[src/rtl/uer_pkg.sv]
package uer_pkg;

  localparam int unsigned HdrBytes  = 46;
  localparam int unsigned PosW      = 6;
  localparam int unsigned QDepth    = 4;
  localparam int unsigned QPtrW     = 2;
  localparam int unsigned AccW      = 20;

  localparam logic [PosW-1:0] HdrLastPos  = 6'd45;
  localparam logic [PosW-1:0] HdrFull     = 6'd46;
  localparam logic [PosW-1:0] ProtoPos    = 6'd23;
  localparam logic [PosW-1:0] IpSumPos    = 6'd24;
  localparam logic [PosW-1:0] IpHdrFirst  = 6'd14;
  localparam logic [PosW-1:0] IpHdrLast   = 6'd33;
  localparam logic [PosW-1:0] UdpSumPos   = 6'd40;
  localparam logic [PosW-1:0] TagPos      = 6'd42;
  localparam logic [7:0]      ProtoUdp    = 8'h11;

  localparam logic [31:0] TagEcho = 32'h4543_484F;  // "ECHO"
  localparam logic [31:0] TagHash = 32'h4841_5348;  // "HASH"
  localparam logic [31:0] TagFlow = 32'h464C_4F57;  // "FLOW"
  localparam logic [31:0] TagSequ = 32'h5345_5155;  // "SEQU"

  typedef enum logic [1:0] {
    BK_IDLE,
    BK_FETCH,
    BK_SEND
  } back_state_t;

  // One queue entry: either a single pass-through byte or a header release
  typedef struct packed {
    logic            is_hdr;
    logic [7:0]      data;
    logic            last;
    logic [PosW-1:0] count;
    logic            echo;
    logic [15:0]     csum;
  } cmd_t;

  // Header store write port
  typedef struct packed {
    logic            en;
    logic [PosW-1:0] addr;
    logic [7:0]      data;
  } wr_t;

  // Store address of the byte released at position idx of an echo header
  function automatic logic [PosW-1:0] map_addr(input logic [PosW-1:0] idx,
                                               input logic echo);
    logic [PosW-1:0] a;
    a = idx;
    if (echo) begin
      if (idx <= 6'd5) a = 6'(idx + 6'd6);
      else if (idx <= 6'd11) a = 6'(idx - 6'd6);
      else if (idx >= 6'd26 && idx <= 6'd29) a = 6'(idx + 6'd4);
      else if (idx >= 6'd30 && idx <= 6'd33) a = 6'(idx - 6'd4);
      else if (idx == 6'd34 || idx == 6'd35) a = 6'(idx + 6'd2);
      else if (idx == 6'd36 || idx == 6'd37) a = 6'(idx - 6'd2);
    end
    return a;
  endfunction

endpackage

[src/rtl/uer_front.sv]
module uer_front (
  input  logic             clk,
  input  logic             rst,
  input  logic             in_valid,
  input  logic [7:0]       in_byte,
  input  logic             in_last,
  output logic             in_ready,
  input  logic             q_full,
  input  logic             rel_done,
  output logic             push,
  output uer_pkg::cmd_t    push_cmd,
  output uer_pkg::wr_t     wr
);

  logic [uer_pkg::PosW-1:0] pos;
  logic [uer_pkg::AccW-1:0] acc;
  logic [uer_pkg::AccW-1:0] acc_next;
  logic [7:0]               proto;
  logic [23:0]              tag;
  logic                     outstanding;
  logic                     accept;
  logic                     in_hdr;
  logic                     sum_byte;
  logic                     echo;
  logic [16:0]              fold1;
  logic [16:0]              fold2;
  logic [31:0]              tag_full;

  assign in_hdr   = (pos < uer_pkg::HdrFull);
  assign in_ready = !q_full && (!in_hdr || !outstanding);
  assign accept   = in_valid && in_ready;

  // Select bytes 14..33 of the IP header, skipping its checksum field
  assign sum_byte = (pos >= uer_pkg::IpHdrFirst) && (pos <= uer_pkg::IpHdrLast) &&
                    (pos != uer_pkg::IpSumPos) &&
                    (pos != 6'(uer_pkg::IpSumPos + 6'd1));

  always_comb begin
    acc_next = acc;
    if (sum_byte) begin
      if (pos[0]) acc_next = acc + uer_pkg::AccW'(in_byte);
      else acc_next = acc + uer_pkg::AccW'({in_byte, 8'h00});
    end
  end

  // Fold the ones'-complement sum to 16 bits
  assign fold1 = 17'(acc[uer_pkg::AccW-1:16]) + 17'(acc[15:0]);
  assign fold2 = 17'(fold1[15:0]) + 17'(fold1[16]);

  // Classify on the last header byte
  assign tag_full = {tag, in_byte};
  assign echo = (proto == uer_pkg::ProtoUdp) &&
                (tag_full == uer_pkg::TagEcho || tag_full == uer_pkg::TagHash ||
                 tag_full == uer_pkg::TagFlow || tag_full == uer_pkg::TagSequ);

  // Build the queue command and the store write
  always_comb begin
    push           = 1'b0;
    push_cmd       = '0;
    push_cmd.data  = in_byte;
    push_cmd.last  = in_last;
    push_cmd.csum  = ~fold2[15:0];
    wr.en          = accept && in_hdr;
    wr.addr        = pos;
    wr.data        = in_byte;
    if (accept) begin
      if (!in_hdr) begin
        push = 1'b1;
      end else if (pos == uer_pkg::HdrLastPos) begin
        push            = 1'b1;
        push_cmd.is_hdr = 1'b1;
        push_cmd.count  = uer_pkg::HdrFull;
        push_cmd.echo   = echo;
      end else if (in_last) begin
        push            = 1'b1;
        push_cmd.is_hdr = 1'b1;
        push_cmd.count  = 6'(pos + 6'd1);
      end
    end
  end

  // Track position, checksum and classification fields
  always_ff @(posedge clk) begin
    if (rst) begin
      pos         <= '0;
      acc         <= '0;
      outstanding <= 1'b0;
    end else begin
      if (accept) begin
        if (in_last) pos <= '0;
        else if (in_hdr) pos <= 6'(pos + 6'd1);
        if (in_hdr) begin
          if (pos == '0) acc <= '0;
          else acc <= acc_next;
        end
      end
      if (push && push_cmd.is_hdr) outstanding <= 1'b1;
      else if (rel_done) outstanding <= 1'b0;
    end
  end

  // Capture protocol and tag bytes
  always_ff @(posedge clk) begin
    if (accept && pos == uer_pkg::ProtoPos) proto <= in_byte;
    if (accept && pos == uer_pkg::TagPos) tag[23:16] <= in_byte;
    if (accept && pos == 6'(uer_pkg::TagPos + 6'd1)) tag[15:8] <= in_byte;
    if (accept && pos == 6'(uer_pkg::TagPos + 6'd2)) tag[7:0] <= in_byte;
  end

endmodule

[src/rtl/uer_queue.sv]
module uer_queue (
  input  logic          clk,
  input  logic          rst,
  input  logic          push,
  input  uer_pkg::cmd_t push_cmd,
  output logic          full,
  input  logic          pop,
  output logic          head_valid,
  output uer_pkg::cmd_t head
);

  uer_pkg::cmd_t             slots [uer_pkg::QDepth];
  logic [uer_pkg::QPtrW-1:0] wptr;
  logic [uer_pkg::QPtrW-1:0] rptr;
  logic [uer_pkg::QPtrW:0]   fill;

  assign full       = (fill == (uer_pkg::QPtrW+1)'(uer_pkg::QDepth));
  assign head_valid = (fill != '0);
  assign head       = slots[rptr];

  // Advance pointers and fill count
  always_ff @(posedge clk) begin
    if (rst) begin
      wptr <= '0;
      rptr <= '0;
      fill <= '0;
    end else begin
      if (push) wptr <= wptr + 1'b1;
      if (pop) rptr <= rptr + 1'b1;
      if (push && !pop) fill <= fill + 1'b1;
      else if (pop && !push) fill <= fill - 1'b1;
    end
  end

  // Hold entries
  always_ff @(posedge clk) begin
    if (push) slots[wptr] <= push_cmd;
  end

endmodule

[src/rtl/uer_back.sv]
module uer_back (
  input  logic          clk,
  input  logic          rst,
  input  uer_pkg::wr_t  wr,
  input  logic          head_valid,
  input  uer_pkg::cmd_t head,
  output logic          pop,
  output logic          rel_done,
  output logic          out_valid,
  output logic [7:0]    out_byte,
  output logic          out_last,
  input  logic          out_ready
);

  uer_pkg::back_state_t     state;
  uer_pkg::back_state_t     state_next;
  logic [7:0]               store [uer_pkg::HdrBytes];
  logic [7:0]               rdata;
  logic [uer_pkg::PosW-1:0] idx;
  logic [uer_pkg::PosW-1:0] idx_plus;
  logic                     slot_free;
  logic                     at_end;
  logic                     ren;
  logic [uer_pkg::PosW-1:0] raddr;
  logic                     load;
  logic [7:0]               load_byte;
  logic                     load_last;
  logic                     step;

  assign slot_free = !out_valid || out_ready;
  assign idx_plus  = 6'(idx + 6'd1);
  assign at_end    = (idx == 6'(head.count - 6'd1));

  // Next state
  always_comb begin
    state_next = state;
    unique case (state)
      uer_pkg::BK_IDLE: begin
        if (head_valid && head.is_hdr) state_next = uer_pkg::BK_FETCH;
      end
      uer_pkg::BK_FETCH: begin
        state_next = uer_pkg::BK_SEND;
      end
      uer_pkg::BK_SEND: begin
        if (slot_free && at_end) state_next = uer_pkg::BK_IDLE;
      end
      default: state_next = uer_pkg::BK_IDLE;
    endcase
  end

  // Substitute rewritten fields of an echo header
  function automatic logic [7:0] subst(input logic [uer_pkg::PosW-1:0] i,
                                       input logic [7:0] d,
                                       input uer_pkg::cmd_t c);
    logic [7:0] r;
    r = d;
    if (c.echo) begin
      if (i == uer_pkg::IpSumPos) r = c.csum[15:8];
      else if (i == 6'(uer_pkg::IpSumPos + 6'd1)) r = c.csum[7:0];
      else if (i == uer_pkg::UdpSumPos || i == 6'(uer_pkg::UdpSumPos + 6'd1)) r = 8'h00;
    end
    return r;
  endfunction

  // Outputs of each state
  always_comb begin
    pop       = 1'b0;
    rel_done  = 1'b0;
    ren       = 1'b0;
    raddr     = uer_pkg::map_addr(idx, head.echo);
    load      = 1'b0;
    load_byte = head.data;
    load_last = head.last;
    step      = 1'b0;
    unique case (state)
      uer_pkg::BK_IDLE: begin
        if (head_valid && !head.is_hdr && slot_free) begin
          load = 1'b1;
          pop  = 1'b1;
        end
      end
      uer_pkg::BK_FETCH: begin
        ren = 1'b1;
      end
      uer_pkg::BK_SEND: begin
        load_byte = subst(idx, rdata, head);
        load_last = head.last && at_end;
        if (slot_free) begin
          load = 1'b1;
          if (at_end) begin
            pop      = 1'b1;
            rel_done = 1'b1;
          end else begin
            ren   = 1'b1;
            raddr = uer_pkg::map_addr(idx_plus, head.echo);
            step  = 1'b1;
          end
        end
      end
      default: begin
      end
    endcase
  end

  // State and release index
  always_ff @(posedge clk) begin
    if (rst) begin
      state     <= uer_pkg::BK_IDLE;
      idx       <= '0;
      out_valid <= 1'b0;
    end else begin
      state <= state_next;
      if (state == uer_pkg::BK_IDLE) idx <= '0;
      else if (step) idx <= idx_plus;
      if (load) out_valid <= 1'b1;
      else if (out_ready) out_valid <= 1'b0;
    end
  end

  // Output register payload
  always_ff @(posedge clk) begin
    if (load) begin
      out_byte <= load_byte;
      out_last <= load_last;
    end
  end

  // Header store: written by the front, read here
  always_ff @(posedge clk) begin
    if (wr.en) store[wr.addr] <= wr.data;
    if (ren) rdata <= store[raddr];
  end

endmodule

[src/rtl/udp_echo_reflector_top.sv]
// Path: a pass-through byte is held in the command queue, then in the output register; a
// held header is queued at its 46th byte (or the last byte of a short frame), then read.
// Throughput: one byte per cycle in and out unless the queue or receiver stalls; a header
// release idles the output while the store is read, and the next header waits for its end.
// Reset: rst is synchronous and active high; it empties the command queue and the
// output register and returns to the start of a frame. The header store is not cleared.
module udp_echo_reflector_top (
  input  logic       clk,
  input  logic       rst,
  input  logic       in_valid,
  output logic       in_ready,
  input  logic [7:0] in_byte,
  input  logic       in_last,
  output logic       out_valid,
  input  logic       out_ready,
  output logic [7:0] out_byte,
  output logic       out_last
);

  logic          q_full;
  logic          push;
  uer_pkg::cmd_t push_cmd;
  uer_pkg::wr_t  wr;
  logic          rel_done;
  logic          pop;
  logic          head_valid;
  uer_pkg::cmd_t head;

  uer_front u_front (
    .clk      (clk),
    .rst      (rst),
    .in_valid (in_valid),
    .in_byte  (in_byte),
    .in_last  (in_last),
    .in_ready (in_ready),
    .q_full   (q_full),
    .rel_done (rel_done),
    .push     (push),
    .push_cmd (push_cmd),
    .wr       (wr)
  );

  uer_queue u_queue (
    .clk        (clk),
    .rst        (rst),
    .push       (push),
    .push_cmd   (push_cmd),
    .full       (q_full),
    .pop        (pop),
    .head_valid (head_valid),
    .head       (head)
  );

  uer_back u_back (
    .clk        (clk),
    .rst        (rst),
    .wr         (wr),
    .head_valid (head_valid),
    .head       (head),
    .pop        (pop),
    .rel_done   (rel_done),
    .out_valid  (out_valid),
    .out_byte   (out_byte),
    .out_last   (out_last),
    .out_ready  (out_ready)
  );

endmodule

[config.mk]
export PLATFORM = sky130hd
export DESIGN_NAME = udp_echo_reflector_top
export DESIGN_NICKNAME = d
export VERILOG_FILES = /design/src/rtl/uer_pkg.sv /design/src/rtl/uer_front.sv /design/src/rtl/uer_queue.sv /design/src/rtl/uer_back.sv /design/src/rtl/udp_echo_reflector_top.sv
export SDC_FILE = /design/constraint.sdc
export NUM_CORES = 1
export LEC_CHECK = 0
export BUFFER_PORTS_ARGS = -buffer_cell sky130_fd_sc_hd__buf_2
export CORE_UTILIZATION = 35
export CTS_CLUSTER_DIAMETER = 150
export DETAILED_ROUTE_END_ITERATION = 10
export PLACE_DENSITY_LB_ADDON = 0.12
export SKIP_LAST_GASP = 1
export SLEW_MARGIN = 20
export SYNTH_ARGS = -nofsm -noshare
export SYNTH_HDL_FRONTEND = slang
export SYNTH_HIERARCHICAL = 1
export SYNTH_SLANG_ARGS = --single-unit
[constraint.sdc]
create_clock -name clk -period 8.6 [get_ports clk]
set_clock_uncertainty 0.1 [all_clocks]
set_input_delay 1.29 -clock clk [delete_from_list [all_inputs] [get_ports clk]]
set_output_delay 1.29 -clock clk [all_outputs]
set_load 0.1 [all_outputs]
# Yosys cells after proc, flatten, opt, wreduce, memory -nomap -nowiden
# Memory sizes are Yosys's and may differ from the RTL's. A register that Yosys moved wholly into a read port is not among the register bits.
# Cells that the tools add are included.
[totals]
input_bits = 13
n_memories = 2
ramBits = 500
elab_cells = 203
reg_bits = 84
[classes]
n_reduce_logical = 52
addsub = 23
bitwise = 1
eq_ne = 30
order_cmp = 15
muxes = 65
[mem_list]
columns = ["name", "depth", "word_bits", "read_ports", "rd_ports_with_merged_regs", "write_ports", "line", "source"]
rows = [
  ["u_back.store", 46, 8, 1, 1, 1, "uer_back.sv:17", "logic [7:0] store [uer_pkg::HdrBytes];"],
  ["u_queue.slots", 4, 33, 1, 1, 1, "uer_queue.sv:12", "uer_pkg::cmd_t slots [uer_pkg::QDepth];"],
]
[op_table]
columns = ["op", "count"]
rows = [
  ["$eq 32x31->1 const B", 4],
  ["$mux 6", 21],
  ["$eq 6x6->1 const B", 14],
  ["$mux 20", 3],
  ["$mux 8", 5],
  ["$add 6x3->6 const B", 4],
  ["$ge 6x5->1 const B", 4],
  ["$mux 1", 24],
  ["$sub 6x3->6 const B", 4],
  ["$logic_and 1x1->1", 23],
  ["$add 20x16->20", 1],
  ["$add 20x8->20", 1],
  ["$eq 6x5->1 const B", 3],
  ["$le 6x6->1 const B", 3],
  ["$add 4x16->17", 1],
  ["$add 16x1->16", 1],
  ["$not 16->16", 1],
  ["$mux 7", 2],
  ["$add 6x1->6 const B", 2],
  ["$add 6x2->6 const B", 2],
  ["$le 6x3->1 const B", 2],
  ["$le 6x4->1 const B", 2],
  ["$le 6x5->1 const B", 2],
  ["$ne 6x5->1 const B", 2],
  ["other kinds (26)", 55],
]

# Depth between registers and ports, before layout
# Gate-level depths: netlist of run 1.
[depth]
ltp_word = 13
mapped_depth = 19

# By module
# Netlist of run 1, hierarchy kept.
[modules_own_cells]
columns = ["module", "area_each_um2", "cells_each", "seq_area_each_um2", "n_inst"]
rows = [
  ["uer_back", 18177.4, 1487, 11741.3, 1],
  ["uer_queue", 5238.8, 217, 4144.0, 1],
  ["uer_front", 4305.4, 484, 1501.4, 1],
]

# Least setup slack after synthesis of run 1
# No wires, ideal clock.
[synth_timing]
kind = "register to register"
from = "reg u_front/pos[2] (netlist name)"
to = "mem u_queue/slots[0][0] (netlist name), enable pin"
slack_ns = 3.952
n_path_buf = 1
required_time_ns = 8.107
path_stages_with_launch = 8
arrival_time_ns = 4.155
cell_sequence = "dfxtp_1 > clkbuf_1 > a31oi_1 > nand2b_1 > a21oi_1 > nand2_1 > a21oi_1 > and2_1"
[synth_between]
elab_chain_len = 8
word_cells_on_any_way = 11
cone_classes = "order compare (1); eq/ne (1); mux (5); reduce/logical (4)"
[synth_lines]
columns = ["element", "line", "source"]
rows = [
  ["from (decl)", "uer_front.sv:15", "logic [uer_pkg::PosW-1:0] pos;"],
  ["from (signal assigned)", "uer_front.sv:91", "else if (in_hdr) pos <= 6'(pos + 6'd1);"],
  ["$lt 6x6->1", "uer_front.sv:29", "assign in_hdr = (pos < uer_pkg::HdrFull);"],
  ["$logic_not 1->1", "uer_front.sv:30", "assign in_ready = !q_full && (!in_hdr || !outstanding);"],
  ["$logic_or 1x1->1", "uer_front.sv:30", ""],
  ["$logic_and 1x1->1", "uer_front.sv:30", ""],
  ["named net in_ready", "udp_echo_reflector_top.sv:11", "output logic in_ready,"],
  ["$logic_and 1x1->1", "uer_front.sv:31", "assign accept = in_valid && in_ready;"],
  ["$mux 1", "uer_front.sv:66", "if (accept) begin"],
  ["named net push", "udp_echo_reflector_top.sv:21", "logic push;"],
  ["$mux 1", "uer_queue.sv:37", "if (push) slots[wptr] <= push_cmd;"],
  ["$mux 1 (implied by the code)", "uer_queue.sv:37", ""],
  ["to (decl)", "uer_queue.sv:12", ""],
]
# The timed path passes the listed nets, and every way through them passes these cells.

# Worst setup path in the final report of run 1
[layout_timing]
from = "reg u_back/idx[2] (netlist name)"
to = "reg u_back.rdata[0] (read register of u_back.store), data pin"
[layout_between]
elab_chain_len = 13
word_cells_on_any_way = 62
cone_classes = "add/sub (13); order compare (12); eq/ne (9); mux (20); reduce/logical (8)"
[layout_lines]
columns = ["element", "line", "source"]
rows = [
  ["from (decl)", "uer_back.sv:19", "logic [uer_pkg::PosW-1:0] idx;"],
  ["from (signal assigned)", "uer_back.sv:114", "else if (step) idx <= idx_plus;"],
  ["branches (longest 13 deep; another with $add 6x1->6)", "--", ""],
  ["to (decl)", "uer_back.sv:18", "logic [7:0] rdata;"],
]
# Several ways; the timed one is not identified.
# A chain may end at the register's enable or synchronous reset.

==> metrics.md, run 1 <==
| Metric | Value |
|---|---|
| Status | finished, final reports clean |
| Min-Delay Path Depth | 2 |
| Fin nets | 2241 |
| CP Data Required Time | 8.85 ns |
| Met2 WL | 36500 um |
| RSZ-0062 raised after global routing | false |
| Synthesized area per cell | 12.7 um^2 |
| Post-DRT Antenna Nets | 0 |
| Post_cts resized | 0 |
| Antenna Diode Count | 0 |
| Total congestion overflow | 0 |
| Most frequent cells after synthesis | edfxtp_1, nand2_1, nand3_1 |
| Vias in the first global route | 17600 |
| # port buffers | 23 |
| DP Area | 28800 um^2 |
| DR iter-0 viols | 1498 |
| Via/cell ratio | 5.51 |
| R2r endpoint | u_back/rdata[0] |
| DPL Wire Length | 47500 um |
| TNS Setup | 0 ns |
| Uppermost layer routed | met4 |
| Post-CTS setup buffer count | 0 |
| Yosys cell types | 105 |
| CTS Buffer Depth | 3 |
| GPL Wtd Cong | 0.813 |
| Root buffer cell | clkbuf_16 |
| Arr. time, crit path | 6.91 ns |
| Fin. Hold Viols | 0 |
| Total GRT Usage | 0.186 |
| Post-synth EDFFs | 549 |
| Die Wd | 283 um |
| Clock net sink count | 594 |
| PwrDens | 258 nW/um^2 |
| Reg2reg start | u_back/idx[2] |
| Worst reg2reg setup slack | 1.94 ns |
| P&R area growth vs syn | 10.5% |
| Total I/O pin count | 24 |
| Ys Warns | 6 |
| Pre-Repair DR Iteration Count | 5 |
| Drt wl/cell | 23.3 um |
| Site Rows | 102 |
| CP endpoint kind | register |
| Full die area | 80300 um^2 |
| Routed wire length | 76000 um |
| Global-route wire length before repair | 114000 um |
| Initial antenna violation count | 0 |
| Hold buffer count at CTS | 0 |
| Core Region | 77800 um^2 |
| Largest area contributor in the netlist | edfxtp_1 |
| Max-slew violation count | 0 |
| Synth area leaders | edfxtp_1, nand2_1, mux4_2 |
| Synthesis-stage register bit count | 594 |
| Tcrit/Tclk final | 0.775 |
| Worst Hold Path EP | u_queue/fill[2] |
| Worst-Skew Late Latency | 0.64 ns |
| Crit path time final | 6.66 ns |
| Reg2reg path depth | 16 |
| DRC Markers | 0 |
| Num CTS Buffers | 61 |
| TritonCTS clock tree | built |
| Most frequently used flop master after synthesis | edfxtp_1 |
| Final setup viols | 0 |
| Post-Synthesis Cells | 2188 |
| Final instance area | 30600 um^2 |
| Hold Crit Start | u_queue/fill[2] |
| M1 wire length | 34900 um |
| Met3 WL | 3280 um |
| Mapped Area | 27700 um^2 |
| Syn Nets | 2260 |
| Rel. slew slack | 0.258 |
| Clock-pin slew on the worst setup and hold paths | 0.06 ns |
| Static Leakage | 9.95 nW |
| Fin util | 0.394 |
| H-tree levels | 2 |
| Least-Margin Pin Slew | 1.10 ns |
| DR vias | 18000 |
| Hold crit path type | register to register |
| Share of layout cells above drive strength 1 | 0.110 |
| Fraction of registers with async set/reset | 0 |
| Vert. Die Dim | 283 um |
| Top cell type's share of synthesized area | 0.595 |
| Sequential area share after synthesis | 0.627 |
| Crit Path Category | register to register |
| Pin count of the biggest net entering global routing | 146 |
| Fmax achieved | 150 MHz |
| FILL cells | 7463 |
| Worst VDD drop | 0.162 mV |
| Max-capacitance violation count | 0 |
| Dominant cell by count in the synthesized netlist | edfxtp_1 |
| CP Launch Type | register |
| CP max FO | 32 |
| Initial Util | 0.356 |
[state kept, by name, indices dropped and copies added (netlist names), 2 cells and up, named ones only]
| register | flops |
|---|---|
| u_back/state | 2 |
| u_queue/wptr | 2 |
| u_front/acc | 20 |
| u_back/idx | 6 |
| u_queue/fill | 3 |
| u_queue/slots | 132 |
| u_queue/rptr | 2 |
| u_back/store | 368 |
| u_front/pos | 6 |
| u_back/out_byte | 8 |
| u_front/proto | 8 |
| u_back/rdata | 8 |
| u_front/tag | 24 |
[layer usage]
| metal | up-vias | GRT usage |
|---|---|---|
| li1 | 8253 | - |
| met1 | 9176 | 0.262 |
| met2 | 452 | 0.307 |
| met3 | 84 | 0.0212 |
| met4 | 0 | 0.0431 |
| met5 | - | 0 |
[worst max path at each step]
stage          slack, ns  cells after the start      startpoint                   to
2_1_floorplan       3.95                      7  u_front/pos[2]  u_queue/slots[0][0]
3_3_place_gp        2.19                     17   u_back/idx[2]      u_back/rdata[6]
3_5_place_dp        2.04                     17   u_back/idx[2]      u_back/rdata[6]
4_1_cts             2.04                     17   u_back/idx[2]      u_back/rdata[6]
5_1_grt             1.58                     17   u_back/idx[2]      u_back/rdata[6]
6_report            1.94                     16   u_back/idx[2]      u_back/rdata[0]
[critical path: stages, from the launching register on]
cell and delay [ns]:
dfxtp_1 0.69, ha_1 0.52, a21boi_1 0.21, nor2_1 0.49
ha_1 0.33, nand2b_1 0.08, a32oi_1 0.48, nand4_1 0.24
o2111ai_4 0.27, buf_4 0.37, xnor2_1 0.24, o21a_2 0.77
buf_4 0.43, nand3_1 0.13, and3_1 0.22, o311ai_0 0.62
o211ai_1 0.18
[cell type report]
class,count,area (um^2),area share
clock buffer,69,1560,0.0508
clock inverter,43,319,0.0104
sequential,594,17400,0.568
multi-input combinational,1413,9510,0.310
inverter,40,150,0.00490
tap,1040,1300,0.0425
timing repair buffer,59,410,0.0134
[stage by stage]
step / setup WS [ns] / hold slack, ns / power, mW / std cells
floorplan: 3.95 / 0.350 / 4.83 / 2188
global placement: 2.19 / 0.383 / 5.47 / 3146
detailed placement: 2.04 / 0.401 / 5.47 / 3146
CTS: 2.04 / 0.412 / 7.99 / 3258
global route: 1.58 / 0.439 / 8.23 / 3258
finish: 1.94 / 0.408 / 7.90 / 3258
[kinds of logic (layout without fill, tap and decap cells)]
logic type / count (synthesis) / in the layout / synth area share
simple gates: 832 / 832 / 0.140
xor+xnor: 69 / 69 / 0.0236
compound gates: 375 / 375 / 0.0985
flops: 594 / 594 / 0.627
mux: 78 / 78 / 0.0504
fa+ha+maj: 59 / 59 / 0.0277
buf+inv: 181 / 211 / 0.0322
[where the power goes]
part	switching [mW]	internal, mW
registers	0.0495	3.26
logic	1.44	0.647
clock network	1.12	1.39
total	2.60	5.29
[placed cells by master (no fill, tap or decap), types with 26 or more instances in the layout]
cell / Yosys / layout
o21ai_0: 43 / 43
a311oi_1: 28 / 28
ha_1: 55 / 55
buf_4: 20 / 34
edfxtp_1: 549 / 549
nand2_1: 356 / 356
inv_1: 35 / 35
nand3_1: 150 / 150
xnor2_1: 43 / 43
clkbuf_16: 0 / 61
and3_1: 39 / 39
mux4_2: 45 / 45
a21oi_1: 99 / 98
mux2i_1: 26 / 26
dfxtp_1: 45 / 44
nor2_1: 134 / 134
(Power assumes the default switching activity.)
==> run 2: changes to the inputs <==
--- a/config.mk
+++ b/config.mk
@@ -5,6 +5,7 @@
 export SDC_FILE = /design/constraint.sdc
 export NUM_CORES = 1
 export LEC_CHECK = 0
+export ABC_AREA = 1
 export BUFFER_PORTS_ARGS = -buffer_cell sky130_fd_sc_hd__buf_2
 export CORE_UTILIZATION = 35
 export CTS_CLUSTER_DIAMETER = 150
==> constraint.sdc (replaced) <==
create_clock -name clk -period 6.8 [get_ports clk]
set_clock_uncertainty 0.1 [all_clocks]
set_input_delay 1.02 -clock clk [delete_from_list [all_inputs] [get_ports clk]]
set_output_delay 1.02 -clock clk [all_outputs]
set_load 0.1 [all_outputs]
==> run 2 against run 1 <==
Cell area rose by 6.2%. Fmax rose by 36%. Synthesized cell count rose by 42%. Synthesized area rose by 5.3%. Routed wire length rose by 10%. Core utilization rose by 0.20 points. Sequential power rose by 29%. Total power rose by 57%. Non-clock buffer count rose by 10. Critical path type unchanged. Largest cell class unchanged.
==> metrics.md, run 2 <==
| Metric | Value |
|---|---|
| Total GRT Usage | 0.197 |
| Clock-pin slew on the worst setup and hold paths | 0.06 ns |
| Dominant cell by count in the synthesized netlist | nand2_1 |
| Pin count of the biggest net entering global routing | 91 |
| Synthesized area per cell | 9.36 um^2 |
| Post-DRT Antenna Nets | 0 |
| Ys Warns | 6 |
| DPL Wire Length | 53200 um |
| Synth area leaders | edfxtp_1, nand2_1, nor2_1 |
| Reg2reg path depth | 24 |
| Post_cts resized | 0 |
| Switching pwr | 4.87 mW |
| GPL Wtd Cong | 0.889 |
| Routed wire length | 83700 um |
| CP endpoint kind | register |
| R2r endpoint | u_back/rdata[7] |
| Fin util | 0.396 |
| Share of layout cells above drive strength 1 | 0.0793 |
| Site Rows | 105 |
| PwrDens | 382 nW/um^2 |
| Crit Path Category | register to register |
| Synthesis-stage register bit count | 594 |
| Most frequent cells after synthesis | nand2_1, edfxtp_1, nor2_1 |
| H-tree levels | 3 |
| Pint | 7.55 mW |
| Vias in the first global route | 20600 |
| Total congestion overflow | 0 |
| CTS Buffer Depth | 3 |
| Pre-Repair DR Iteration Count | 5 |
| Fin. Hold Viols | 0 |
| DR vias | 21500 |
| TNS Setup | 0 ns |
| Crit path time final | 4.90 ns |
| Post-CTS setup buffer count | 0 |
| Initial antenna violation count | 0 |
| Hold crit path type | register to register |
| Tcrit/Tclk final | 0.721 |
| Max FFs per register | 368 |
| Sw frac | 0.392 |
| Initial Util | 0.355 |
| Antenna Diode Count | 0 |
| Syn Nets | 3189 |
| Core Region | 82200 um^2 |
| CP max FO | 28 |
| Commonest non-fill, non-tap cell in the layout | nand2_1 |
| CP Launch Type | register |
| Most frequently used flop master after synthesis | edfxtp_1 |
| Status | finished, final reports clean |
| Die Wd | 291 um |
| Root buffer cell | clkbuf_16 |
| Hold buffer count at CTS | 0 |
| Worst-Skew Late Latency | 0.63 ns |
| Drt wl/cell | 19.8 um |
| Total I/O pin count | 24 |
| Global-route wire length before repair | 128000 um |
| Largest area contributor in the netlist | edfxtp_1 |
| Vert. Die Dim | 291 um |
| Fin nets | 3184 |
| Clk pwr share | 0.308 |
| Rel. slew slack | 0.240 |
| Reg2reg start | u_back/idx[0] |
| Clock net sink count | 594 |
| Hold slack | 0.407 ns |
| Sequential area share after synthesis | 0.596 |
| Num CTS Buffers | 71 |
| Min-Delay Path Depth | 2 |
| RSZ-0062 raised after global routing | false |
| Hold Crit Start | u_front/acc[0] |
| Post-synth EDFFs | 549 |
| Arr. time, crit path | 5.17 ns |
| Yosys cell types | 57 |
| Worst VDD drop | 0.308 mV |
| Regs by FF count | u_back/store (368), u_queue/slots (132), u_front/tag (24) |
| Fraction of registers with async set/reset | 0 |
| Combinational power share | 0.349 |
| Largest Register | u_back/store |
| Worst reg2reg setup slack | 1.90 ns |
| CP Data Required Time | 7.07 ns |
| Least-Margin Pin Slew | 1.13 ns |
| Max-slew violation count | 0 |
| DR iter-0 viols | 1769 |
| TritonCTS clock tree | built |
| P&R area growth vs syn | 11.5% |
| Full die area | 84500 um^2 |
| Final setup viols | 0 |
| Worst Hold Path EP | u_front/acc[0] |
| Commonest non-fill, non-tap cells in the layout | nand2_1, edfxtp_1, nor2_1 |
| Reg power frac | 0.343 |
| Max-capacitance violation count | 0 |
| DRC Markers | 0 |
| Top cell type's share of synthesized area | 0.565 |
| # port buffers | 23 |
| Via/cell ratio | 5.09 |
| Worst setup startpoint | u_back/idx[0] |
| Static Leakage | 12.7 nW |
| Post-Synthesis Cells | 3117 |
| Fmax achieved | 204 MHz |
| Mapped Area | 29200 um^2 |
[run 2: power by group through the flow]
| stage | registers [mW] | clock network, mW | logic [mW] |
|---|---|---|---|
| 2_1_floorplan | 4.49 | 0 | 2.90 |
| 6_report | 4.26 | 3.83 | 4.33 |
| 4_1_cts | 4.26 | 3.92 | 4.35 |
| 3_5_place_dp | 4.33 | 0 | 4.34 |
| 3_3_place_gp | 4.33 | 0 | 4.35 |
| 5_1_grt | 4.27 | 4.05 | 4.80 |
[run 2: routing by layer]
| metal | global-route usage | up-vias | routed length, um |
|---|---|---|---|
| met5 | 0 | - | 0 |
| met4 | 0.0490 | 0 | 1650 |
| met3 | 0.0281 | 112 | 4130 |
| met2 | 0.314 | 573 | 38400 |
| met1 | 0.281 | 10400 | 39400 |
| li1 | - | 10400 | - |
[run 2: how the worst max path moves through the flow]
stage	to	slack [ns]	cells after the start
CTS	u_back/rdata[2]	1.96	23
global placement	u_back/rdata[5]	2.00	24
floorplan	u_queue/slots[0][0]	2.51	8
finish	u_back/rdata[7]	1.90	24
detailed placement	u_back/rdata[5]	1.95	24
global route	u_back/rdata[0]	1.55	24
[run 2: cell type report]
type / count / area (um^2)
clock buffer: 84 / 1850
multi-input combinational: 2154 / 10100
timing repair buffer: 69 / 523
sequential: 594 / 17400
fill: 8095 / 49700
inverter: 222 / 836
clock inverter: 41 / 507
tap: 1070 / 1340
[run 2: logic make-up after synthesis]
family / count (synthesis) / share of synthesized area
AND/OR/NAND/NOR: 1782 / 0.255
XOR/XNOR: 32 / 0.00986
adder cells (fa/ha/maj): 59 / 0.0263
buffers and inverters: 369 / 0.0594
AO/OA/AOI/OAI: 281 / 0.0534
flip-flops: 594 / 0.596
[run 2: critical path, cell delays in order (launching register included)]
cell     delay [ns]
dfxtp_1        0.69
ha_1           0.33
inv_1          0.11
nand2_1        0.09
nand2_2        0.15
inv_1          0.21
ha_1           0.23
inv_1          0.08
a21oi_1        0.33
nand3_2        0.17
nand2_1        0.12
nand3_2        0.08
nand2_1        0.11
nand2_1        0.07
nand2_2        0.15
nand3_4        0.42
buf_4          0.41
nand2_1        0.09
nand2_1        0.17
nand2_1        0.11
nand3_1        0.08
nand3_1        0.12
nand2_1        0.08
nand2_1        0.07
nand2_1        0.06
[run 2: per-stage QoR]
step | total power [mW] | instances | setup WS [ns] | instance area [um^2]
finish | 12.4 | 4234 | 1.90 | 32500
global route | 13.1 | 4234 | 1.55 | 32500
CTS | 12.5 | 4234 | 1.96 | 32500
detailed placement | 8.67 | 4109 | 1.95 | 30200
global placement | 8.68 | 4109 | 2.00 | 30200
floorplan | 7.40 | 3117 | 2.51 | 29200
==> run 3: changes to the inputs <==
==> constraint.sdc (replaced) <==
create_clock -name clk -period 4.5 [get_ports clk]
set_clock_uncertainty 0.1 [all_clocks]
set_input_delay 0.675 -clock clk [delete_from_list [all_inputs] [get_ports clk]]
set_output_delay 0.675 -clock clk [all_outputs]
set_load 0.1 [all_outputs]
==> run 3 against run 2 <==
Cell area is 0.80% higher. Critical path type unchanged. Non-clock buffer count is 42 higher. Critical path depth is 3 lower. Fmax is 17% higher. Sequential cell count stayed put. Sequential power is 50% higher. Worst setup slack worse by 1.6 ns. Clock-buffer cell count is 9 higher. Cell count is 0.99% higher. Die area stayed put. Sequential share of layout area is 0.42 points lower. Total power is 50% higher.
==> metrics.md, run 3 (synthesis results as in run 2) <==
| Metric | Value |
|---|---|
| H-tree levels | 3 |
| Status | finished, final reports clean |
| Final WS setup | 0.312 ns |
| Hold slack | 0.336 ns |
| Post-CTS setup buffer count | 0 |
| Critical Path, Cell by Cell | buf_4, inv_1, ha_1, clkinv_1, a21oi_1, nand3_2, nand2_1, nand3_2, nand2_1, nand2_1, nand2_4, nand3_4, buf_4, nand2_1, nand2_1, nand2_1, nand3_1, nand3_1, nand2_1, nand2_1, nand2_1 |
| Max-slew violation count | 0 |
| Crit Path Category | register to register |
| Num CTS Buffers | 69 |
| Clock net sink count | 594 |
| Root buffer cell | clkbuf_16 |
| DP Area | 30500 um^2 |
| Commonest non-fill, non-tap cell in the layout | nand2_1 |
| Pre-Repair DR Iteration Count | 5 |
| R2r endpoint | u_back/rdata[2] |
| Worst reg2reg setup slack | 0.31 ns |
| Non-filler instance count after layout | 4276 |
| CP max FO | 33 |
| Fin nets | 3224 |
| Sw frac | 0.395 |
| CP max-delay cell | ha_1 |
| Post_cts resized | 0 |
| Worst path bufs/invs | 4 |
| TNS Setup | 0 ns |
| Reg2reg start | u_back/idx[0] |
| Pint | 11.3 mW |
| P&R area growth vs syn | 12.4% |
| CP Data Required Time | 4.75 ns |
| DRC Markers | 0 |
| Worst Hold Path EP | u_queue/slots[1][23] |
| DPL Wire Length | 55200 um |
| # port buffers | 23 |
| DR iter-0 viols | 1893 |
| M1 wire length | 40900 um |
| Regs by FF count | u_back/store (368), u_queue/slots (132), u_front/tag (24) |
| CTS Buffer Depth | 3 |
| Die Wd | 291 um |
| Initial Util | 0.355 |
| CP top delay family | simple AND/OR/NAND/NOR gates |
| Reg2reg path depth | 21 |
| Clock-pin slew on the worst setup and hold paths | 0.06 ns |
| Total congestion overflow | 0 |
| Total I/O pin count | 24 |
| Final instance area | 32800 um^2 |
| Largest Register | u_back/store |
| Drt wl/cell | 19.9 um |
| Fin. Hold Viols | 0 |
| Initial antenna violation count | 1 |
| PwrDens | 570 nW/um^2 |
| Hold Crit Start | in_last |
| Crit path largest cell delay | 0.37 ns |
| Placed cells | 4149 |
| Routed wire length | 85000 um |
| Place WS | 0.161 ns |
| Max FFs per register | 368 |
| Clk pwr share | 0.292 |
| Least-Margin Pin Slew | 0.943 ns |
| Max-capacitance violation count | 0 |
| DR vias | 21900 |
| Worst-Skew Late Latency | 0.62 ns |
| Fmax achieved | 239 MHz |
| Global-route wire length before repair | 130000 um |
| Commonest non-fill, non-tap cells in the layout | nand2_1, edfxtp_1, nor2_1 |
| Combinational power share | 0.366 |
| TritonCTS clock tree | built |
| GPL Wtd Cong | 0.871 |
| Reg power frac | 0.343 |
| Arr. time, crit path | 4.44 ns |
| Static Leakage | 12.9 nW |
| Uppermost layer routed | met4 |
| Min-Delay Path Depth | 1 |
| Met2 WL | 38500 um |
| Full die area | 84500 um^2 |
| Final setup viols | 0 |
| Site Rows | 105 |
| CP dominant cell by count | nand2_1 |
| Rel. slew slack | 0.369 |
| Total GRT Usage | 0.200 |
| Met3 WL | 4170 um |
| Pin count of the biggest net entering global routing | 89 |
| Crit path time final | 4.19 ns |
| Via/cell ratio | 5.12 |
| FILL cells | 8097 |
| Hold crit path type | primary input to register |
| Antenna Diode Count | 0 |
| Switching pwr | 7.37 mW |
| Vias in the first global route | 20800 |
| Worst VDD drop | 0.465 mV |
| RSZ-0062 raised after global routing | false |
| Tcrit/Tclk final | 0.931 |
| Hold buffer count at CTS | 0 |
| Vert. Die Dim | 291 um |
| Share of layout cells above drive strength 1 | 0.0892 |
| CP Launch Type | register |
| Core Region | 82200 um^2 |
| Post-DRT Antenna Nets | 0 |
| CP endpoint kind | register |
[run 3: changes by cell type in the layout (fill, tap and decap cells not counted), sizes merged]
| cell | before | now |
|---|---|---|
| buf | 69 | 110 |
| bufinv | 8 | 3 |
| clkbuf | 84 | 94 |
| clkinvlp | 6 | 3 |
| inv | 223 | 222 |
[run 3: how the worst max path moves through the flow]
stage,start,to,cells past startpoint,slack (ns)
final,u_back/idx[0],u_back/rdata[2],21,0.31
after global routing,register,u_back/rdata[2],26,0.04
after CTS,register,u_back/rdata[2],23,0.11
after detailed placement,register,u_back/rdata[2],23,0.16
after floorplan,u_front/pos[3],u_queue/slots[0][0],8,0.21
after global placement,register,u_back/rdata[6],23,0.19
[run 3: per-stage QoR]
| stage | utilization | total power [mW] |
|---|---|---|
| 4_1_cts | 0.398 | 18.7 |
| 6_report | 0.399 | 18.7 |
| 3_5_place_dp | 0.371 | 13.2 |
| 2_1_floorplan | - | 11.2 |
| 5_1_grt | 0.399 | 19.8 |
| 3_3_place_gp | 0.371 | 13.2 |
[run 3: worst reg2reg max path, cell delays in order (launching register included)]
cell and delay (ns):
dfxtp_1 0.32, buf_4 0.19, inv_1 0.24, ha_1 0.37
clkinv_1 0.25, a21oi_1 0.36, nand3_2 0.17, nand2_1 0.12
nand3_2 0.09, nand2_1 0.12, nand2_1 0.09, nand2_4 0.19
nand3_4 0.19, buf_4 0.30, nand2_1 0.16, nand2_1 0.08
nand2_1 0.06, nand3_1 0.18, nand3_1 0.14, nand2_1 0.07
nand2_1 0.07, nand2_1 0.06
[run 3: routing by layer]
layer / GRT usage / up-vias
met3: 0.0281 / 105
met1: 0.294 / 10700
li1: - / 10500
met4: 0.0431 / 0
met5: 0 / -
met2: 0.311 / 573
[run 3: final cells by class]
cell class	instances	area, um^2	share of cell area
flip-flops and latches	594	17400	0.530
multi-input cells	2154	10100	0.308
clock buffers	93	1880	0.0573
well taps	1070	1340	0.0408
repair buffers	111	932	0.0284
inverters	222	836	0.0255
clock inverters	32	313	0.00954
[run 3: power by group through the flow]
| stage | registers, mW | clock network [mW] | logic [mW] |
|---|---|---|---|
| 2_1_floorplan | 6.79 | 0 | 4.39 |
| 5_1_grt | 6.42 | 5.78 | 7.57 |
| 3_5_place_dp | 6.52 | 0 | 6.69 |
| 6_report | 6.40 | 5.45 | 6.83 |
| 3_3_place_gp | 6.52 | 0 | 6.71 |
| 4_1_cts | 6.40 | 5.58 | 6.72 |
